--- src/rtl/mdu_pkg.sv ---
// Shared types and constants of the 68000 multiply and divide unit.
`default_nettype none

package mdu_pkg;

  // Width of the dividend, which is also the number of divide cells.
  localparam int unsigned DividendWidth = 32;
  localparam int unsigned WordWidth     = 16;
  localparam int unsigned FlagWidth     = 4;

  // Condition code bit positions.
  localparam int unsigned FlagN = 3;
  localparam int unsigned FlagZ = 2;
  localparam int unsigned FlagV = 1;
  localparam int unsigned FlagC = 0;

  typedef enum logic [1:0] {
    FuncDivu = 2'd0,
    FuncDivs = 2'd1,
    FuncMulu = 2'd2,
    FuncMuls = 2'd3
  } mdu_func_e;

  // One instruction as it travels down the chain of cells.
  typedef struct packed {
    mdu_func_e                  func;
    logic [FlagWidth-1:0]       flags;
    logic                       zero_div;
    logic                       neg_q;
    logic                       neg_r;
    logic [WordWidth-1:0]       divisor;
    logic [WordWidth-1:0]       rem;
    logic [DividendWidth-1:0]   dq;
  } mdu_beat_t;

  function automatic logic is_div(mdu_func_e f);
    return (f == FuncDivu) || (f == FuncDivs);
  endfunction

endpackage

`default_nettype wire

--- src/rtl/mdu_prep.sv ---
// Entry stage: operand magnitudes for the divide and the full multiply.
`default_nettype none

module mdu_prep (
  input  wire logic                 clk_i,
  input  wire logic                 rst_ni,
  input  wire logic                 valid_i,
  output logic                      ready_o,
  input  wire mdu_pkg::mdu_func_e   func_i,
  input  wire logic [31:0]          dest_i,
  input  wire logic [15:0]          src_i,
  input  wire logic [3:0]           flags_i,
  output logic                      valid_o,
  input  wire logic                 ready_i,
  output mdu_pkg::mdu_beat_t        beat_o
);

  logic               valid_q;
  mdu_pkg::mdu_beat_t beat_q;
  mdu_pkg::mdu_beat_t beat_d;

  logic               div_op;
  logic               dneg;
  logic               sneg;
  logic               msgn;
  logic signed [16:0] mul_a;
  logic signed [16:0] mul_b;
  logic signed [33:0] prod;
  logic [31:0]        dmag;
  logic [15:0]        smag;

  always_comb begin
    div_op = mdu_pkg::is_div(func_i);
    dneg   = (func_i == mdu_pkg::FuncDivs) && dest_i[31];
    sneg   = (func_i == mdu_pkg::FuncDivs) && src_i[15];
    dmag   = dneg ? (~dest_i + 32'd1) : dest_i;
    smag   = sneg ? (~src_i + 16'd1) : src_i;
    msgn   = (func_i == mdu_pkg::FuncMuls);
    mul_a  = $signed({msgn & dest_i[15], dest_i[15:0]});
    mul_b  = $signed({msgn & src_i[15], src_i});
    prod   = mul_a * mul_b;

    beat_d.func     = func_i;
    beat_d.flags    = flags_i;
    beat_d.zero_div = div_op && (src_i == 16'd0);
    beat_d.neg_q    = dneg ^ sneg;
    beat_d.neg_r    = dneg;
    beat_d.divisor  = smag;
    beat_d.rem      = '0;
    beat_d.dq       = div_op ? dmag : prod[31:0];
  end

  assign ready_o = !valid_q || ready_i;

  always_ff @(posedge clk_i or negedge rst_ni) begin
    if (!rst_ni) begin
      valid_q <= 1'b0;
    end else if (ready_o) begin
      valid_q <= valid_i;
    end
  end

  always_ff @(posedge clk_i) begin
    if (ready_o && valid_i) begin
      beat_q <= beat_d;
    end
  end

  assign valid_o = valid_q;
  assign beat_o  = beat_q;

endmodule

`default_nettype wire

--- src/rtl/mdu_cell.sv ---
// One restoring divide cell: retires one quotient bit per beat.
`default_nettype none

module mdu_cell (
  input  wire logic               clk_i,
  input  wire logic               rst_ni,
  input  wire logic               valid_i,
  output logic                    ready_o,
  input  wire mdu_pkg::mdu_beat_t beat_i,
  output logic                    valid_o,
  input  wire logic               ready_i,
  output mdu_pkg::mdu_beat_t      beat_o
);

  logic               valid_q;
  mdu_pkg::mdu_beat_t beat_q;
  mdu_pkg::mdu_beat_t beat_d;

  logic [16:0] trial;
  logic [16:0] diff;
  logic        ge;

  always_comb begin
    trial  = {beat_i.rem, beat_i.dq[31]};
    diff   = trial - {1'b0, beat_i.divisor};
    ge     = trial >= {1'b0, beat_i.divisor};
    beat_d = beat_i;
    // Multiplies ride through untouched with their product in dq.
    if (mdu_pkg::is_div(beat_i.func)) begin
      beat_d.rem = ge ? diff[15:0] : trial[15:0];
      beat_d.dq  = {beat_i.dq[30:0], ge};
    end
  end

  assign ready_o = !valid_q || ready_i;

  always_ff @(posedge clk_i or negedge rst_ni) begin
    if (!rst_ni) begin
      valid_q <= 1'b0;
    end else if (ready_o) begin
      valid_q <= valid_i;
    end
  end

  always_ff @(posedge clk_i) begin
    if (ready_o && valid_i) begin
      beat_q <= beat_d;
    end
  end

  assign valid_o = valid_q;
  assign beat_o  = beat_q;

endmodule

`default_nettype wire

--- src/rtl/mdu_final.sv ---
// Exit stage: sign correction, overflow check, flags and the output register.
`default_nettype none

module mdu_final (
  input  wire logic               clk_i,
  input  wire logic               rst_ni,
  input  wire logic               valid_i,
  output logic                    ready_o,
  input  wire mdu_pkg::mdu_beat_t beat_i,
  output logic                    valid_o,
  input  wire logic               ready_i,
  output logic [31:0]             result_o,
  output logic                    write_back_o,
  output logic [3:0]              flags_o,
  output logic                    trap_o
);

  logic        valid_q;
  logic [31:0] result_q;
  logic        wb_q;
  logic [3:0]  flags_q;
  logic        trap_q;

  logic [31:0] result_d;
  logic        wb_d;
  logic [3:0]  flags_d;
  logic        trap_d;

  logic [15:0] quot;
  logic [15:0] rem;
  logic        ovf;

  always_comb begin
    quot = beat_i.neg_q ? (~beat_i.dq[15:0] + 16'd1) : beat_i.dq[15:0];
    rem  = beat_i.neg_r ? (~beat_i.rem + 16'd1) : beat_i.rem;
    if (beat_i.func == mdu_pkg::FuncDivs) begin
      // A negative quotient may reach -32768, a positive one only 32767.
      ovf = beat_i.neg_q ? (beat_i.dq > 32'd32768) : (beat_i.dq > 32'd32767);
    end else begin
      ovf = |beat_i.dq[31:16];
    end

    result_d = '0;
    wb_d     = 1'b0;
    flags_d  = beat_i.flags;
    trap_d   = 1'b0;
    if (!mdu_pkg::is_div(beat_i.func)) begin
      result_d               = beat_i.dq;
      wb_d                   = 1'b1;
      flags_d                = '0;
      flags_d[mdu_pkg::FlagN] = beat_i.dq[31];
      flags_d[mdu_pkg::FlagZ] = (beat_i.dq == 32'd0);
    end else if (beat_i.zero_div) begin
      trap_d = 1'b1;
    end else if (ovf) begin
      flags_d[mdu_pkg::FlagV] = 1'b1;
    end else begin
      result_d               = {rem, quot};
      wb_d                   = 1'b1;
      flags_d                = '0;
      flags_d[mdu_pkg::FlagN] = quot[15];
      flags_d[mdu_pkg::FlagZ] = (quot == 16'd0);
    end
  end

  assign ready_o = !valid_q || ready_i;

  always_ff @(posedge clk_i or negedge rst_ni) begin
    if (!rst_ni) begin
      valid_q <= 1'b0;
    end else if (ready_o) begin
      valid_q <= valid_i;
    end
  end

  always_ff @(posedge clk_i) begin
    if (ready_o && valid_i) begin
      result_q <= result_d;
      wb_q     <= wb_d;
      flags_q  <= flags_d;
      trap_q   <= trap_d;
    end
  end

  assign valid_o      = valid_q;
  assign result_o     = result_q;
  assign write_back_o = wb_q;
  assign flags_o      = flags_q;
  assign trap_o       = trap_q;

endmodule

`default_nettype wire

--- src/rtl/m68k_multiply_divide_unit.sv ---
// Path: an accepted input beat passes the entry stage, 32 divide cells and the output
// register on its way to its output beat; multiplies take the same path so order holds.
// Throughput: one instruction per cycle while the output accepts; each stage takes a new beat when it is
// empty or its content moves on, so bubbles collapse under output backpressure.
// Reset clears every stage valid bit at once; payload registers are not reset.
`default_nettype none

module m68k_multiply_divide_unit (
  input  wire logic        clk_i,
  input  wire logic        rst_ni,
  input  wire logic        s_axis_tvalid,
  output logic             s_axis_tready,
  // [31:0] dest_value, [47:32] src_word, [51:48] flags_in, [55:52] zero
  input  wire logic [55:0] s_axis_tdata,
  // [1:0] func
  input  wire logic [1:0]  s_axis_tuser,
  output logic             m_axis_tvalid,
  input  wire logic        m_axis_tready,
  // [31:0] result, [32] write_back, [36:33] flags_out, [37] zero_divide_trap,
  // [39:38] zero
  output logic [39:0]      m_axis_tdata
);

  localparam int unsigned Cells = mdu_pkg::DividendWidth;

  logic               valid_c [Cells+1];
  logic               ready_c [Cells+1];
  mdu_pkg::mdu_beat_t beat_c  [Cells+1];

  logic               fin_ready;
  logic [31:0]        result;
  logic               write_back;
  logic [3:0]         flags_out;
  logic               trap;

  mdu_prep u_prep (
    .clk_i   (clk_i),
    .rst_ni  (rst_ni),
    .valid_i (s_axis_tvalid),
    .ready_o (s_axis_tready),
    .func_i  (mdu_pkg::mdu_func_e'(s_axis_tuser)),
    .dest_i  (s_axis_tdata[31:0]),
    .src_i   (s_axis_tdata[47:32]),
    .flags_i (s_axis_tdata[51:48]),
    .valid_o (valid_c[0]),
    .ready_i (ready_c[0]),
    .beat_o  (beat_c[0])
  );

  for (genvar i = 0; i < Cells; i++) begin : g_cell
    mdu_cell u_cell (
      .clk_i   (clk_i),
      .rst_ni  (rst_ni),
      .valid_i (valid_c[i]),
      .ready_o (ready_c[i]),
      .beat_i  (beat_c[i]),
      .valid_o (valid_c[i+1]),
      .ready_i (ready_c[i+1]),
      .beat_o  (beat_c[i+1])
    );
  end

  assign ready_c[Cells] = fin_ready;

  mdu_final u_final (
    .clk_i        (clk_i),
    .rst_ni       (rst_ni),
    .valid_i      (valid_c[Cells]),
    .ready_o      (fin_ready),
    .beat_i       (beat_c[Cells]),
    .valid_o      (m_axis_tvalid),
    .ready_i      (m_axis_tready),
    .result_o     (result),
    .write_back_o (write_back),
    .flags_o      (flags_out),
    .trap_o       (trap)
  );

  assign m_axis_tdata = {2'b00, trap, flags_out, write_back, result};

  a_trap_no_write: assert property (@(posedge clk_i) disable iff (!rst_ni)
    m_axis_tvalid && trap |-> !write_back && (result == 32'd0))
    else $error("zero divide trap with a register write");

  a_ovf_no_write: assert property (@(posedge clk_i) disable iff (!rst_ni)
    m_axis_tvalid && write_back |-> !flags_out[mdu_pkg::FlagV] && !flags_out[mdu_pkg::FlagC])
    else $error("written result with V or C set");

  a_empty_entry_ready: assert property (@(posedge clk_i) disable iff (!rst_ni)
    !valid_c[0] |-> s_axis_tready)
    else $error("entry stage empty but input not ready");

  a_chain_advance: assert property (@(posedge clk_i) disable iff (!rst_ni)
    m_axis_tready |-> s_axis_tready)
    else $error("chain stalled while the output is drained");

endmodule

`default_nettype wire

--- config.mk ---
export PLATFORM = sky130hd
export DESIGN_NAME = m68k_multiply_divide_unit
export DESIGN_NICKNAME = d
export VERILOG_FILES = /design/src/rtl/mdu_pkg.sv /design/src/rtl/mdu_prep.sv /design/src/rtl/mdu_cell.sv /design/src/rtl/mdu_final.sv /design/src/rtl/m68k_multiply_divide_unit.sv
export SDC_FILE = /design/constraint.sdc
export NUM_CORES = 2
export LEC_CHECK = 0
export BUFFER_PORTS_ARGS = -buffer_cell sky130_fd_sc_hd__buf_2
export CORE_UTILIZATION = 61
export CTS_CLUSTER_SIZE = 8
export DETAILED_ROUTE_END_ITERATION = 10
export PLACE_DENSITY_LB_ADDON = 0.1
export SKIP_LAST_GASP = 1
export SYNTH_ARGS = -nofsm -noshare
export SYNTH_HDL_FRONTEND = slang
export SYNTH_SLANG_ARGS = --single-unit
--- constraint.sdc ---
create_clock -name clk_i -period 9.14 [get_ports clk_i]
set_input_delay 0.457 -clock clk_i [delete_from_list [all_inputs] [get_ports clk_i]]
set_output_delay 0.457 -clock clk_i [all_outputs]
set_load 0.01 [all_outputs]
Word level (Yosys, flattened, before mapping). Index checks and enable logic that the tools add are counted.

Bits in registers: 2449. Input port bits: 62. Output and inout bits: 42. Word-level logic and storage cells: 675.

Add/subtract/negate cells: 36. Multipliers: 1. $lt $le $gt $ge: 34. Eq/ne operators: 35. Multiplexer cells: 82. Bitwise gates (word level): 7. Reduce and logical (&&, ||, !) cells: 178.

Operators with widths (count): $mux 48 (31); $mux 16 (34); $ge 17x16->1 (31); $sub 16x16->16 (31); $mux 32 (6); $eq 2x1->1 const B (34); $logic_not 2->1 (34); $logic_or 1x1->1 (68); $add 16x1->16 const B (3); $not 16->16 (3); $logic_and 1x1->1 (37); $logic_not 1->1 (34); $add 32x1->32 const B (1); $gt 32x15->1 const B (1); $gt 32x16->1 const B (1); $logic_not 16->1 (2); $logic_not 32->1 (1); $mul 17x17->32 (1); $not 32->32 (1); $ge 1x16->1 (1); $reduce_or 16->1 (1); $sub 1x16->16 (1); $mux 1 (8); $mux 4 (2); 5 further kinds (6).

Longest topological paths before layout.
Depth after elaboration: 36. Mapped depth: 24. Gate-level depth less buffers: 22.

Modules after synthesis. Synthesis repeated with hierarchy kept, for this count alone.

Cells, all modules: 12038. Area, all modules: 146316.6 µm².

By module, submodules not included: mdu_cell at g_cell[0].u_cell ... (times used 18, cells an instance 320, area each 4003.8 µm², sequential area each 2217.1 µm²); mdu_cell at g_cell[17].u_cell ... (times used 14, cells an instance 322, area each 4131.5 µm², sequential area each 2217.1 µm²); mdu_prep (times used 1, cells an instance 1491, area each 13719.4 µm², sequential area each 1736.7 µm²); mdu_final (times used 1, cells an instance 274, area each 2653.8 µm², sequential area each 1166.1 µm²); m68k_multiply_divide_unit (times used 1, cells an instance 5, area each 33.8 µm², sequential area each 0.0 µm²).

Least setup slack after synthesis. Ideal clock, no wire load.

Kind: input to register. Start: in m_axis_tready. End: reg g_cell[2].u_cell.beat_q, in the netlist g_cell[2].u_cell.beat_o[0] (enable). Setup time: 0.616 ns. Arrival time: 6.674 ns. Required time: 8.524 ns. Slack: 1.850 ns. Cell stages on the path: 8. Path buffers: 1. Cell sequence: nand4b_1 -> nor3_1 -> nand4_1 -> or2_2 -> nor3_2 -> and3_1 -> buf_4 -> a21boi_0.

Cells in the longest elaborated chain, start to end: 32.

Ends and longest elaborated chain: from (decl) (RTL line m68k_multiply_divide_unit.sv:18) `input wire logic m_axis_tready,`; $logic_or 1x1->1 (RTL line mdu_final.sv:66) `assign ready_o = !valid_q || ready_i;`; $logic_or 1x1->1 (30 in a row) (RTL line mdu_cell.sv:35) `assign ready_o = !valid_q || ready_i;`; $logic_and 1x1->1 (RTL line mdu_cell.sv:46) `if (ready_o && valid_i) begin`; to (signal assigned) (RTL line mdu_cell.sv:47) `beat_q <= beat_d;`; to (decl) (RTL line mdu_cell.sv:16) `mdu_pkg::mdu_beat_t beat_q;`.

Every way passes these cells. A chain may end at the register's enable or synchronous reset.

==> impl_metrics.toml <==
[timing]
worst_pin_slew_ns = 1.26
setup_tns_ns = 0
min_period_ns = 7.31
fmaxAchievable_mhz = 137
finalHoldViolations = 0
skew_ns = 0.0855
rsz0062_at_grt = "no"
drv_slew = 0
worst_slack_ns = 1.83
whs_ns = 0.0608
relSlewSlack_pct = 16.3
setup_violations = 0
finalCritPeriodShare_pct = 79.9

[floorplan]
dieArea_um2 = 223000
pin_count = 104
num_rows = 172
initial_core_util_pct = 61.4
die_y_um = 472
core_region_area_um2 = 220000
fp.dieW_um = 472

[logic_synthesis]
synthDistinctLibCells = 90
synthTopCellsByArea = "edfxtp_1 (54%), mux2_2 (9.1%), ha_1 (5.4%)"
ys.flop_type = "edfxtp_1"
yosysSeqAreaShare_pct = 54.4
yosysTopAreaCellShare_pct = 53.8
syn_avg_cell_area_um2 = 12.6
synth-seq-cells = 2449
synthArstFlopShare_pct = 1.39
synth_edf_count = 2415
syn_inst = 10725
netlist_area_um2 = 135000
yosys.area.top_type = "edfxtp_1"
yosysWarnings = 0

[global_route]
grt_max_degree = 78
grt_pass1_vias = 83577
grt_use_total_pct = 26.2
grt_pass1_wl_um = 460000
antenna_found_initial = 11
grt_overflow = 0

[flow_run]
cap_violations = 0

[cells_and_area]
final_nets = 11850
final_util_pct = 67.4
ff_latch_area_um2 = 73400
fin_cells = 13844
drive_gt1_share_pct = 16.6
fillCellCount = 15804
multi_input_area_um2 = 56300
final_area_um2 = 148000
area_growth_pct = 9.73

[clock_network]
clock_path_buffers = 4
postCtsResizedCells = 0
cts-root-buf = "clkbuf_16"
cts_tree = "built"
numCtsBuffers = 356
cts_setup_buffers = 0
cts.clk_slew.worst_paths_ns = 0.04
clock_sinks = 2449
htree_levels = 5
worstSkewPairLatency_ns = 0.96

[route]
vias_per_cell = 5.99
num_vias = 82980
drc = 0
drt-pass1-iter-count = 6
drt_iter0_drc = 5864
wl_um = 291000
routedWlPerCell_um = 21.0
antenna_left = 0

[worst_setup_path]
worstSetupPathType = "input pin to flop"
r2r_setup_slack_ns = 4.27
cp_max_fo = 13
required_ns = 9.88
cp-start-kind = "input pin"
crit_arrival_ns = 8.05
crit_path_end_kind = "flop"

[pwr]
internal_power_mw = 29.8
p_sw_mw = 15.5
p_comb_share_pct = 37.7
p_leak_nw = 57.4
powerDensity_nw_per_um2 = 307
p_seq_share_pct = 37.2
switching_share_pct = 34.3
p_total_mw = 45.4
power.share.clock_pct = 25.1
irDropWorstVdd_mv = 0.349

[run_status]
status = "complete, no violations"

[placement]
dp_hpwl_um = 215000
placed_cells = 13382
io_buffer_count = 97
dpl-instance-area_um2 = 138000
place.gp.congestion = 0.911
post-place-ws_ns = 1.45

[min_path]
holdCritPathClass = "input pin to flop"
==> final cells by class <==
cell class / count / area share [%]
Inverter: 1000 / 2.54
Multi-Input combinational cell: 6869 / 38.1
Antenna cell: 7 / 0.0118
Timing Repair Buffer: 215 / 0.965
Clock inverter: 11 / 0.0956
Clock buffer: 422 / 6.26
Tap cell: 2871 / 2.43
Sequential cell: 2449 / 49.6
==> cell usage in the layout (no fill, tap or decap), types with 34 or more instances in the layout <==
cell type  Yosys  routed
a211oi_1      48      48
a21o_1        70      70
a21oi_1      457     456
a221o_1       60      60
a311oi_1      35      35
and2_1       191     178
buf_2         34      97
buf_4         10      96
clkbuf_1     339      61
clkbuf_16      0     361
dfrtp_1       34      34
edfxtp_1    2415    2415
fa_1         313     313
ha_1         584     584
inv_1        984     984
mux2_2      1092    1092
mux2i_1      292     292
nand2_1      625     625
nand2b_1      99      99
nand3_1       86      86
nand3b_1      79      79
nand4_1      134     134
nor2_1       659     659
nor2b_1      125     119
nor3_1       193     193
nor3b_1       60      60
nor4_1        38      38
o211ai_1      66      66
o21a_1       104     101
o21ai_0      378     378
o311ai_0      73      73
o31a_1        60      60
o31ai_1       54      54
o41ai_1       37      36
or3_1         73      73
xnor2_1      237     237
xor2_1       188     188
==> cells in the mapped netlist, drive strengths merged, types with 79 or more instances <==
master	number
nor2	659
nand2	625
nand4	135
o311ai	96
nand2b	99
clkbuf	340
and2	191
nand3b	79
ha	584
nand3	86
edfxtp	2415
nor2b	125
fa	313
o21a	104
mux2	1092
inv	984
xor2	188
mux2i	292
nor3	195
o21ai	387
xnor2	237
a21oi	461
==> metal layers <==
metal / wire, µm / global-route usage, %
met5: 45 / 0
met4: 10700 / 10.0
met1: 119000 / 32.5
met2: 149000 / 46.6
met3: 12500 / 3.21
==> flip-flops by register name, summed over array words and instances, names as in the netlist, 4 cells and up <==
| name | flops |
|---|---|
| g_cell.u_cell.valid_o | 32 |
| u_final.result_o | 32 |
| g_cell.u_cell.beat_o | 2320 |
| u_final.flags_o | 4 |
| u_prep.beat_o | 57 |
==> repair_timing <==
item | 4_1_cts | 5_1_grt
endpoints found under the setup margin | 0 | 0
hold buffers | 22 | 0
endpoints found under the hold margin | 59 | 0
==> cell families after synthesis <==
| logic type | share of synthesized area (%) |
|---|---|
| compound gates | 8.27 |
| xor+xnor | 2.76 |
| fa+ha+maj | 10.1 |
| buf+inv | 4.00 |
| flops | 54.4 |
| mux | 11.3 |
| other cells | 0.00278 |
| simple gates | 9.16 |
==> final timing paths <==
check | start | endpoint | cells after the start
max | s_axis_tuser[0] | u_prep.beat_o[30] | 22
min | s_axis_tdata[30] | u_prep.beat_o[31] | 4
max reg2reg | g_cell[31].u_cell.valid_o | u_prep.beat_o[28] | 9
min reg2reg | g_cell[14].u_cell.beat_o[68] | g_cell[15].u_cell.beat_o[68] | 0
max in group asynchronous | rst_ni | g_cell[4].u_cell.valid_o | 2
min in group asynchronous | rst_ni | g_cell[30].u_cell.valid_o | 2
==> power by group through the flow <==
stage          Sequential [mW]  Clock [mW]  Combinational (mW)
2_1_floorplan             16.3           0                13.2
3_3_place_gp              17.0           0                16.6
3_5_place_dp              17.1           0                16.9
4_1_cts                   16.9        11.7                17.1
5_1_grt                   17.1        12.1                19.1
6_report                  16.9        11.4                17.1
==> worst max-delay path: stages <==
cell	delay (ns)
dlygate4sd3_1	0.52
buf_2	0.30
nand3_1	0.56
nand2b_1	0.41
fa_1	0.53
fa_1	0.54
fa_1	0.55
inv_1	0.06
fa_1	0.53
inv_1	0.06
fa_1	0.53
inv_1	0.06
fa_1	0.50
ha_1	0.37
a211o_1	0.31
a211oi_1	0.35
o31ai_1	0.19
o2bb2ai_1	0.17
o32a_1	0.37
a41oi_1	0.32
nor2_1	0.09
a311oi_1	0.26
Power figures use the tool's default switching activity.
